<file path="src/cfs_pkg.sv">
// Shared constants, codes and types for the circular FIFO with search.
package cfs_pkg;

    localparam int DEPTH = 8;
    localparam int IDX_W = (DEPTH > 1) ? $clog2(DEPTH) : 1;
    localparam int CNT_W = $clog2(DEPTH + 1);
    localparam int WORD_W = 32;

    typedef enum logic [1:0] {
        OP_PUSH   = 2'd0,
        OP_POP    = 2'd1,
        OP_SEARCH = 2'd2,
        OP_NONE   = 2'd3
    } t_op;

    typedef enum logic [1:0] {
        ST_DONE  = 2'd0,
        ST_FULL  = 2'd1,
        ST_EMPTY = 2'd2
    } t_status;

    typedef struct packed {
        logic shift;
        logic load;
    } t_cell_ctrl;

endpackage

</file>
<file path="src/cfs_cell.sv">
// One storage cell of the queue: holds a word, shifts toward the front and compares.
module cfs_cell (
    input  logic                             i_clk,
    input  cfs_pkg::t_cell_ctrl              i_ctrl,
    input  logic signed [cfs_pkg::WORD_W-1:0] i_upper_word,
    input  logic signed [cfs_pkg::WORD_W-1:0] i_data_word,
    input  logic                             i_occupied,
    output logic signed [cfs_pkg::WORD_W-1:0] o_word,
    output logic signed [cfs_pkg::WORD_W-1:0] o_next_word,
    output logic                             o_match
);

    logic signed [cfs_pkg::WORD_W-1:0] r_word;
    logic signed [cfs_pkg::WORD_W-1:0] n_word;

    // A pop moves every word one cell toward the front; a push loads the first free cell.
    always_comb begin
        n_word = r_word;
        if (i_ctrl.shift) begin
            n_word = i_upper_word;
        end else if (i_ctrl.load) begin
            n_word = i_data_word;
        end
    end

    always_ff @(posedge i_clk) begin
        r_word <= n_word;
    end

    assign o_word      = r_word;
    assign o_next_word = n_word;
    assign o_match     = i_occupied && (r_word == i_data_word);

endmodule

</file>
<file path="src/circular_fifo_with_search.sv">
// Top level of the FIFO with search: a row of word cells, occupancy count and result register.
//
// Input channel: i_in_valid, o_in_stall, i_opcode, i_data_word. A request is taken at
// a rising edge with i_in_valid high and o_in_stall low. Opcode push appends the word,
// pop removes the oldest word, search compares the word against all stored entries.
// Output channel: o_out_valid, i_out_stall and the result fields. Each request yields
// exactly one result, registered in the cycle after the request is taken; it reports
// the status, any popped word, the match flag and the front, rear, empty and full
// state after the request.
// Throughput is one request per cycle unless a result waits under i_out_stall: all cells
// shift, load and compare in the same cycle, updating the cell row and the occupancy counter.
// While a result waits under i_out_stall, o_in_stall is raised and the result holds;
// a new request is taken in the same cycle the pending result leaves.
// Reset (i_rst_n low at a clock edge) empties the queue and drops any pending result;
// cell contents are not cleared, since only occupied cells are ever read.
module circular_fifo_with_search (
    input  logic                              i_clk,
    input  logic                              i_rst_n,
    input  logic                              i_in_valid,
    output logic                              o_in_stall,
    input  logic [1:0]                        i_opcode,
    input  logic signed [cfs_pkg::WORD_W-1:0] i_data_word,
    output logic                              o_out_valid,
    input  logic                              i_out_stall,
    output logic [1:0]                        o_status,
    output logic signed [cfs_pkg::WORD_W-1:0] o_popped_word,
    output logic                              o_match_found,
    output logic signed [cfs_pkg::WORD_W-1:0] o_front_word,
    output logic signed [cfs_pkg::WORD_W-1:0] o_rear_word,
    output logic                              o_queue_empty,
    output logic                              o_queue_full
);

    localparam int D = cfs_pkg::DEPTH;

    logic [cfs_pkg::CNT_W-1:0] r_count;
    logic [cfs_pkg::CNT_W-1:0] n_count;
    logic [cfs_pkg::CNT_W-1:0] rear_pos;
    logic                      r_out_valid;
    logic                      accept;
    logic                      is_empty;
    logic                      is_full;
    logic                      push_ok;
    logic                      pop_ok;
    logic                      any_match;
    cfs_pkg::t_op              op;
    cfs_pkg::t_status          n_status;
    logic                      n_found;

    logic signed [cfs_pkg::WORD_W-1:0] cell_word [D];
    logic signed [cfs_pkg::WORD_W-1:0] cell_next [D];
    logic [D-1:0]                      cell_match;
    cfs_pkg::t_cell_ctrl               cell_ctrl [D];

    logic [1:0]                        r_status;
    logic signed [cfs_pkg::WORD_W-1:0] r_popped;
    logic                              r_found;
    logic signed [cfs_pkg::WORD_W-1:0] r_front;
    logic signed [cfs_pkg::WORD_W-1:0] r_rear;
    logic                              r_empty;
    logic                              r_full;

    assign o_in_stall = r_out_valid && i_out_stall;
    assign accept     = i_in_valid && !o_in_stall;
    assign op         = cfs_pkg::t_op'(i_opcode);
    assign is_empty   = (r_count == '0);
    assign is_full    = (r_count == cfs_pkg::CNT_W'(D));
    assign any_match  = |cell_match;

    always_comb begin
        push_ok  = 1'b0;
        pop_ok   = 1'b0;
        n_found  = 1'b0;
        n_status = cfs_pkg::ST_DONE;
        unique case (op)
            cfs_pkg::OP_PUSH: begin
                if (is_full) begin
                    n_status = cfs_pkg::ST_FULL;
                end else begin
                    push_ok = accept;
                end
            end
            cfs_pkg::OP_POP: begin
                if (is_empty) begin
                    n_status = cfs_pkg::ST_EMPTY;
                end else begin
                    pop_ok = accept;
                end
            end
            cfs_pkg::OP_SEARCH: begin
                if (is_empty) begin
                    n_status = cfs_pkg::ST_EMPTY;
                end else begin
                    n_found = any_match;
                end
            end
            cfs_pkg::OP_NONE: begin
                n_status = cfs_pkg::ST_DONE;
            end
            default: begin
                n_status = cfs_pkg::ST_DONE;
            end
        endcase
    end

    always_comb begin
        n_count = r_count;
        if (push_ok) begin
            n_count = r_count + 1'b1;
        end else if (pop_ok) begin
            n_count = r_count - 1'b1;
        end
    end

    assign rear_pos = n_count - 1'b1;

    genvar k;
    generate
        for (k = 0; k < D; k++) begin : g_cell
            logic signed [cfs_pkg::WORD_W-1:0] upper;

            if (k == D - 1) begin : g_last
                assign upper = cell_word[k];
            end else begin : g_mid
                assign upper = cell_word[k + 1];
            end

            assign cell_ctrl[k].shift = pop_ok;
            assign cell_ctrl[k].load  = push_ok && (r_count == cfs_pkg::CNT_W'(k));

            cfs_cell u_cell (
                .i_clk        (i_clk),
                .i_ctrl       (cell_ctrl[k]),
                .i_upper_word (upper),
                .i_data_word  (i_data_word),
                .i_occupied   (r_count > cfs_pkg::CNT_W'(k)),
                .o_word       (cell_word[k]),
                .o_next_word  (cell_next[k]),
                .o_match      (cell_match[k])
            );
        end
    endgenerate

    always_ff @(posedge i_clk) begin
        if (!i_rst_n) begin
            r_count     <= '0;
            r_out_valid <= 1'b0;
        end else begin
            r_count <= n_count;
            if (accept) begin
                r_out_valid <= 1'b1;
            end else if (!i_out_stall) begin
                r_out_valid <= 1'b0;
            end
        end
    end

    // The result reports the queue as it stands after the request.
    always_ff @(posedge i_clk) begin
        if (accept) begin
            r_status <= n_status;
            r_popped <= pop_ok ? cell_word[0] : '0;
            r_found  <= n_found;
            r_front  <= (n_count != '0) ? cell_next[0] : '0;
            r_rear   <= (n_count != '0) ? cell_next[rear_pos[cfs_pkg::IDX_W-1:0]] : '0;
            r_empty  <= (n_count == '0);
            r_full   <= (n_count == cfs_pkg::CNT_W'(D));
        end
    end

    assign o_out_valid   = r_out_valid;
    assign o_status      = r_status;
    assign o_popped_word = r_popped;
    assign o_match_found = r_found;
    assign o_front_word  = r_front;
    assign o_rear_word   = r_rear;
    assign o_queue_empty = r_empty;
    assign o_queue_full  = r_full;

    a_count_bound: assert property (@(posedge i_clk) disable iff (!i_rst_n)
        r_count <= cfs_pkg::CNT_W'(D))
        else $error("occupancy exceeds depth");

    a_flags_track_count: assert property (@(posedge i_clk) disable iff (!i_rst_n)
        o_out_valid |-> (o_queue_empty == (r_count == '0))
                     && (o_queue_full == (r_count == cfs_pkg::CNT_W'(D))))
        else $error("reported empty or full flag disagrees with occupancy");

    a_full_status: assert property (@(posedge i_clk) disable iff (!i_rst_n)
        (o_out_valid && o_status == cfs_pkg::ST_FULL) |-> o_queue_full)
        else $error("refused push reported while queue not full");

    a_push_count: assert property (@(posedge i_clk) disable iff (!i_rst_n)
        push_ok |=> (r_count == $past(r_count) + 1'b1))
        else $error("accepted push did not grow the queue");

endmodule

</file>
<file path="config.mk">
export PLATFORM = sky130hd
export DESIGN_NAME = circular_fifo_with_search
export DESIGN_NICKNAME = d
export VERILOG_FILES = /design/src/cfs_pkg.sv /design/src/cfs_cell.sv /design/src/circular_fifo_with_search.sv
export SDC_FILE = /design/constraint.sdc
export NUM_CORES = 1
export LEC_CHECK = 0
export BUFFER_PORTS_ARGS = -buffer_cell sky130_fd_sc_hd__buf_2
export CAP_MARGIN = 0
export CORE_MARGIN = 2
export CORE_UTILIZATION = 30
export DETAILED_ROUTE_END_ITERATION = 10
export SYNTH_ARGS = -nofsm -noshare
export SYNTH_HDL_FRONTEND = slang
export SYNTH_SLANG_ARGS = --single-unit
export TNS_END_PERCENT = 5
</file>
<file path="constraint.sdc">
create_clock -name i_clk -period 3.96 [get_ports i_clk]
set_input_delay 0.594 -clock i_clk [delete_from_list [all_inputs] [get_ports i_clk]]
set_output_delay 0.594 -clock i_clk [all_outputs]
set_load 0.05 [all_outputs]
</file>
Yosys cells after proc, flatten, opt, wreduce, memory -nomap -nowiden
Index checks and enable logic that the tools add are counted.
Word-level totals
  input bits: 38
  output and inout bits: 103
  latch bits: 0
  bits in writable memories: 0
  memories kept: 0
  bits in read-only memories: 0
  flip-flop bits (word level): 362
Operators by class
  reduce and logical (&&, ||, !) cells: 26
  bitwise logic cells: 2
  shift-type cells: 0
  equal/unequal tests: 21
  multiplexer cells: 30
  order comparisons: 9
  multipliers: 0
  divide/modulo/power cells: 0
  $add $sub $neg: 3
Operator list (count)
  two-way mux 32 bit: 18
  == test 32 bit: 8
  binary-select mux 32 bit (select 3 bit): 1
  logical AND 1 bit: 18
  == test 4 x 3 -> 1 bit (second input constant): 4
  > comparator 4 x 3 -> 1 bit (second input constant): 4
  == test 4 x 2 -> 1 bit (second input constant): 2
  == test 4 bit (second input constant): 2
  > comparator 4 x 1 -> 1 bit (second input constant): 2
  > comparator 4 x 2 -> 1 bit (second input constant): 2
  logical NOT 4 bit: 2
  two-way mux 4 bit: 2
  OR reduction 8 bit: 1
  two-way mux 1 bit: 7
  case mux 2 bit (3 select lines): 1
  adder 4 x 1 -> 4 bit (second input constant): 1
  == test 2 bit (second input constant): 2
  == test 4 x 1 -> 1 bit (second input constant): 1
  greater-or-equal comparator 4 bit (second input constant): 1
  inverter 3 -> 4 bit: 1
  nonzero test 4 bit: 1
  OR reduction 2 bit: 2
  subtractor 4 x 1 -> 4 bit (second input constant): 1
  subtractor 3 x 1 -> 3 bit (second input constant): 1
  6 further kinds: 6

Logic depth before layout (Yosys ltp)
  depth after elaboration: 12
  gate-level depth with buffers: 14
  mapped depth without buffers: 9

By module
Synthesis repeated with hierarchy kept, for this count alone.
Second synthesis, totals
  cell total of the unflattened synthesis: 1883
  area, all modules: 19456.2 sq um
By module, submodules not included
  cfs_cell: cells each 183, area each 1651.6 sq um, instances 8, seq. area each 640.6 sq um
  circular_fifo_with_search: cells each 419, area each 6243.5 sq um, instances 1, seq. area each 3133.0 sq um

Least setup slack after synthesis
Ideal clock, no wire load.
  path kind: input -> register
  from: input port i_in_valid
  to: register r_rear, in the netlist o_rear_word[9], data pin
  stages on the path: 10
  slack: 355 ps
  arrival: 3429 ps
  setup time: 176 ps
  cell sequence: a21bo_2 inv_2 buf_2 buf_2 nand4_1 o311ai_2 o21ai_0 a32oi_1 nor2_1 nor4_1
RTL lines
  start, declared: RTL line circular_fifo_with_search.sv:19  | input logic i_in_valid,
  end signal, assigned: RTL line circular_fifo_with_search.sv:165  | r_rear <= (n_count != '0) ? cell_next[rear_pos[cfs_pkg::IDX_W-1:0]] : '0;
  end, declared: RTL line circular_fifo_with_search.sv:59  | logic signed [cfs_pkg::WORD_W-1:0] r_rear;

Worst setup path after layout
  from: register r_count[1] in the netlist's numbering
  to: register r_rear, in the netlist o_rear_word[31], data pin
On the way
  longest elaborated chain between the ends: 10
RTL lines
  start, declared: RTL line circular_fifo_with_search.sv:36  | logic [cfs_pkg::CNT_W-1:0] r_count;
  start signal, assigned: RTL line circular_fifo_with_search.sv:149  | r_count <= n_count;
  branches (longest 10 deep; another with subtractor 4 x 1 -> 4 bit)
Several ways; the timed one is not identified. The select of a mux whose other input is x is not followed.
A chain may end at the register's enable or synchronous reset.

==> run metrics <==
cts bufs inserted=between 40 and 50; io pins=141; clock buffer depth=3; clock skew=about 0.009 ns; Mapped Cells=roughly 2100; Final #Nets=roughly 2200; multiplexer share of the synthesized area=11.1%; commonest non-fill, non-tap cell in the layout=dfxtp_1; asr flop ratio synth=0%; critical setup path kind=register to register; initial DRC count=about 2100; Max Fclk=roughly 0.29 GHz; CTS tree=done; cts repair resizes=0; RePlAce Congestion=0.996; total negative slack=0 ns; htree depth=2; placed cell count=a little under 3000; post-synthesis compound-gate area fraction=16.2%; CP endpoint kind=register; number of remaining DRC errors=0; Warnings, synthesis=0; initial antenna violation count=12; CTS Root Cell=clkbuf_16; chip width=259 microns; Startpoint Class=register; setup violators final=0; max-cap viol count=0; Worst IR Drop VDD=0.000273 V; Critical Path Fanout Max=16; Area contributors post-synth=dfxtp_1 27%, edfxtp_1 15%, mux2i_1 9.2%, xor2_1 6.2%, xnor2_1 5.4%; total number of vias=about 17000; Hold Fails Final Rpt=0; area share of the largest cell type after synthesis=26.7%; Synth Net Count=2130; # Post-CTS Setup Buffers=0; Initial DRT Pass Iterations=6; Reg clk slew, reported paths=approximately 0.06 ns; Slew HR=19.1%; number of hold buffers added after CTS=0; cell taking the most area after synthesis=dfxtp_1; first-pass GRT wire length=approximately 110000 microns; status=completed; largest family of logic cells by synthesized area=compound AO/OA/AOI/OAI gates; die area=67300 sq um; initial cell density of the core=30.4%; share of cells above drive strength 1=15.9%; LEAKAGE=9.56 nW; Port Buf Inserts=between 100 and 150; commonest non-fill, non-tap cells in the layout=261 x dfxtp_1, 203 x nand2_1, 190 x o21ai_0, 180 x mux2i_1, 140 x buf_2; count of final max-slew check failures=0; Overall Global Routing Usage=22.1%; Area Overhead vs Synth=16.1%; power density cells=between 400 and 500 nW/um^2; Crit path required time=4.27 ns; measured slew at the worst slew-check pin=1.21 ns; Synth Area in Simple Gates=approximately an eighth; Critical Path AT=3.79 ns; Post-Synth Adder-Cell Area=0.511%; Worst R2R Setup Slack=0.48 ns; core area=64500 sq um; Primary FF master, synth=dfxtp_1; Rows=93; final hold slack=0.244 ns; vias in the first global route=16199; global route overflow=0; syn_area_per_cell=about 9.4 sq um; worst skew pair latency=0.57 ns; Post-Layout Cell Count=~3000; Antenna Nets Post-Route=0; period utilization=88.0%; min Tclk post-route=3.48 ns; Cell Area, Synth=~20000 sq um; drt wl/cell=25.2 microns; Yosys reg bits=362; number of synthesized flops with an enable pin=a little over 100; post-DR vias/cell=~5.6; share of the yosys chip area belonging to registers=42.2%; CTS Sinks=362; post-synthesis xor/xnor area fraction=11.5%; Tightest Hold Check Type=primary input to register; Synth cell types=roughly 70; largest net degree at the start of global routing=83; WL final=76400 microns; RSZ-0062 raised after global routing=false; post-detail-place hpwl=between 50000 and 60000 microns; Die H=between 200 and 300 microns
==> cells by family (layout without fill, tap and decap cells) <==
group,after synthesis,in the layout
simple gates,522,522
xor+xnor,258,258
mux,213,213
fa+ha+maj,8,8
other cells,0,1
buf+inv,235,325
compound gates,486,486
flops,362,362
==> synth_stat cells, types with 13 or more instances <==
cell / n
a21o_1: 20
xnor2_1: 120
a31oi_1: 31
nor2_1: 67
clkbuf_1: 104
buf_2: 66
nor3_1: 19
a22oi_1: 56
inv_1: 30
o21ai_0: 190
dfxtp_1: 261
mux2i_1: 180
a21oi_1: 57
nor4_1: 58
nand3_1: 30
o31ai_1: 13
nand4_1: 75
mux2_2: 32
edfxtp_1: 101
xor2_1: 138
buf_1: 21
and2_1: 38
nand2_1: 203
==> state kept, by name (all words and copies together) (netlist names) <==
| register | flops |
|---|---|
| g_cell.u_cell.o_word | 256 |
| o_front_word | 32 |
| o_popped_word | 32 |
| o_rear_word | 32 |
| r_count | 4 |
| o_status | 2 |
| o_match_found | 1 |
| o_out_valid | 1 |
| o_queue_empty | 1 |
| o_queue_full | 1 |
==> worst max-delay path, stage by stage, from the launching register on <==
cell      delay, ns
dfxtp_1        0.33
inv_1          0.08
ha_1           0.19
and3b_1        0.27
or3_1          0.48
and3_4         0.26
a21oi_2        0.87
o31ai_1        0.25
a211oi_1       0.48
==> cell type report <==
cell class / instances / area, sq um
Multi-Input combinational cell: 1487 / 10400
Sequential cell: 362 / 8260
Tap cell: 855 / 1070
Clock inverter: 19 / 216
Antenna cell: 1 / 2.50
Timing Repair Buffer: 218 / 1540
Clock buffer: 55 / 1140
Fill cell: 6551 / 41700
Inverter: 33 / 129
==> path summary, 6_finish.rpt <==
kind                                                  start                           to  depth (start not counted)
worst min-delay path                                i_rst_n                  o_out_valid                          2
worst max register to register                   r_count[1]              o_rear_word[31]                          8
worst max-delay path                             r_count[1]              o_rear_word[31]                          8
worst min register to register  g_cell[6].u_cell.o_word[22]  g_cell[5].u_cell.o_word[22]                          2
==> report_power, final <==
group | switching (mW) | internal [mW] | leakage [nW]
Clock | 1.65 | 2.29 | 0.657
Combinational | 1.75 | 0.825 | 5.75
Sequential | 0.407 | 4.26 | 3.15
Total | 3.80 | 7.38 | 9.56
==> routing by layer <==
layer | track usage (%) | routed length, microns
met1 | 29.6 | 32300
met3 | 4.27 | 6140
met4 | 11.3 | 4210
met2 | 33.8 | 33700
met5 | 0 | 119
==> metrics by stage <==
step           setup WS (ns)  utilization [%]  instance area (sq um)  power [mW]
2_1_floorplan          0.355                -                  19600        6.22
3_3_place_gp           0.277             33.1                  21400        7.24
3_5_place_dp           0.266             33.1                  21400        7.25
4_1_cts                0.564             35.2                  22700        11.2
5_1_grt                0.414             35.2                  22700        11.5
6_report               0.476             35.2                  22700        11.2
Note: power is estimated with default switching activity, not from simulation.
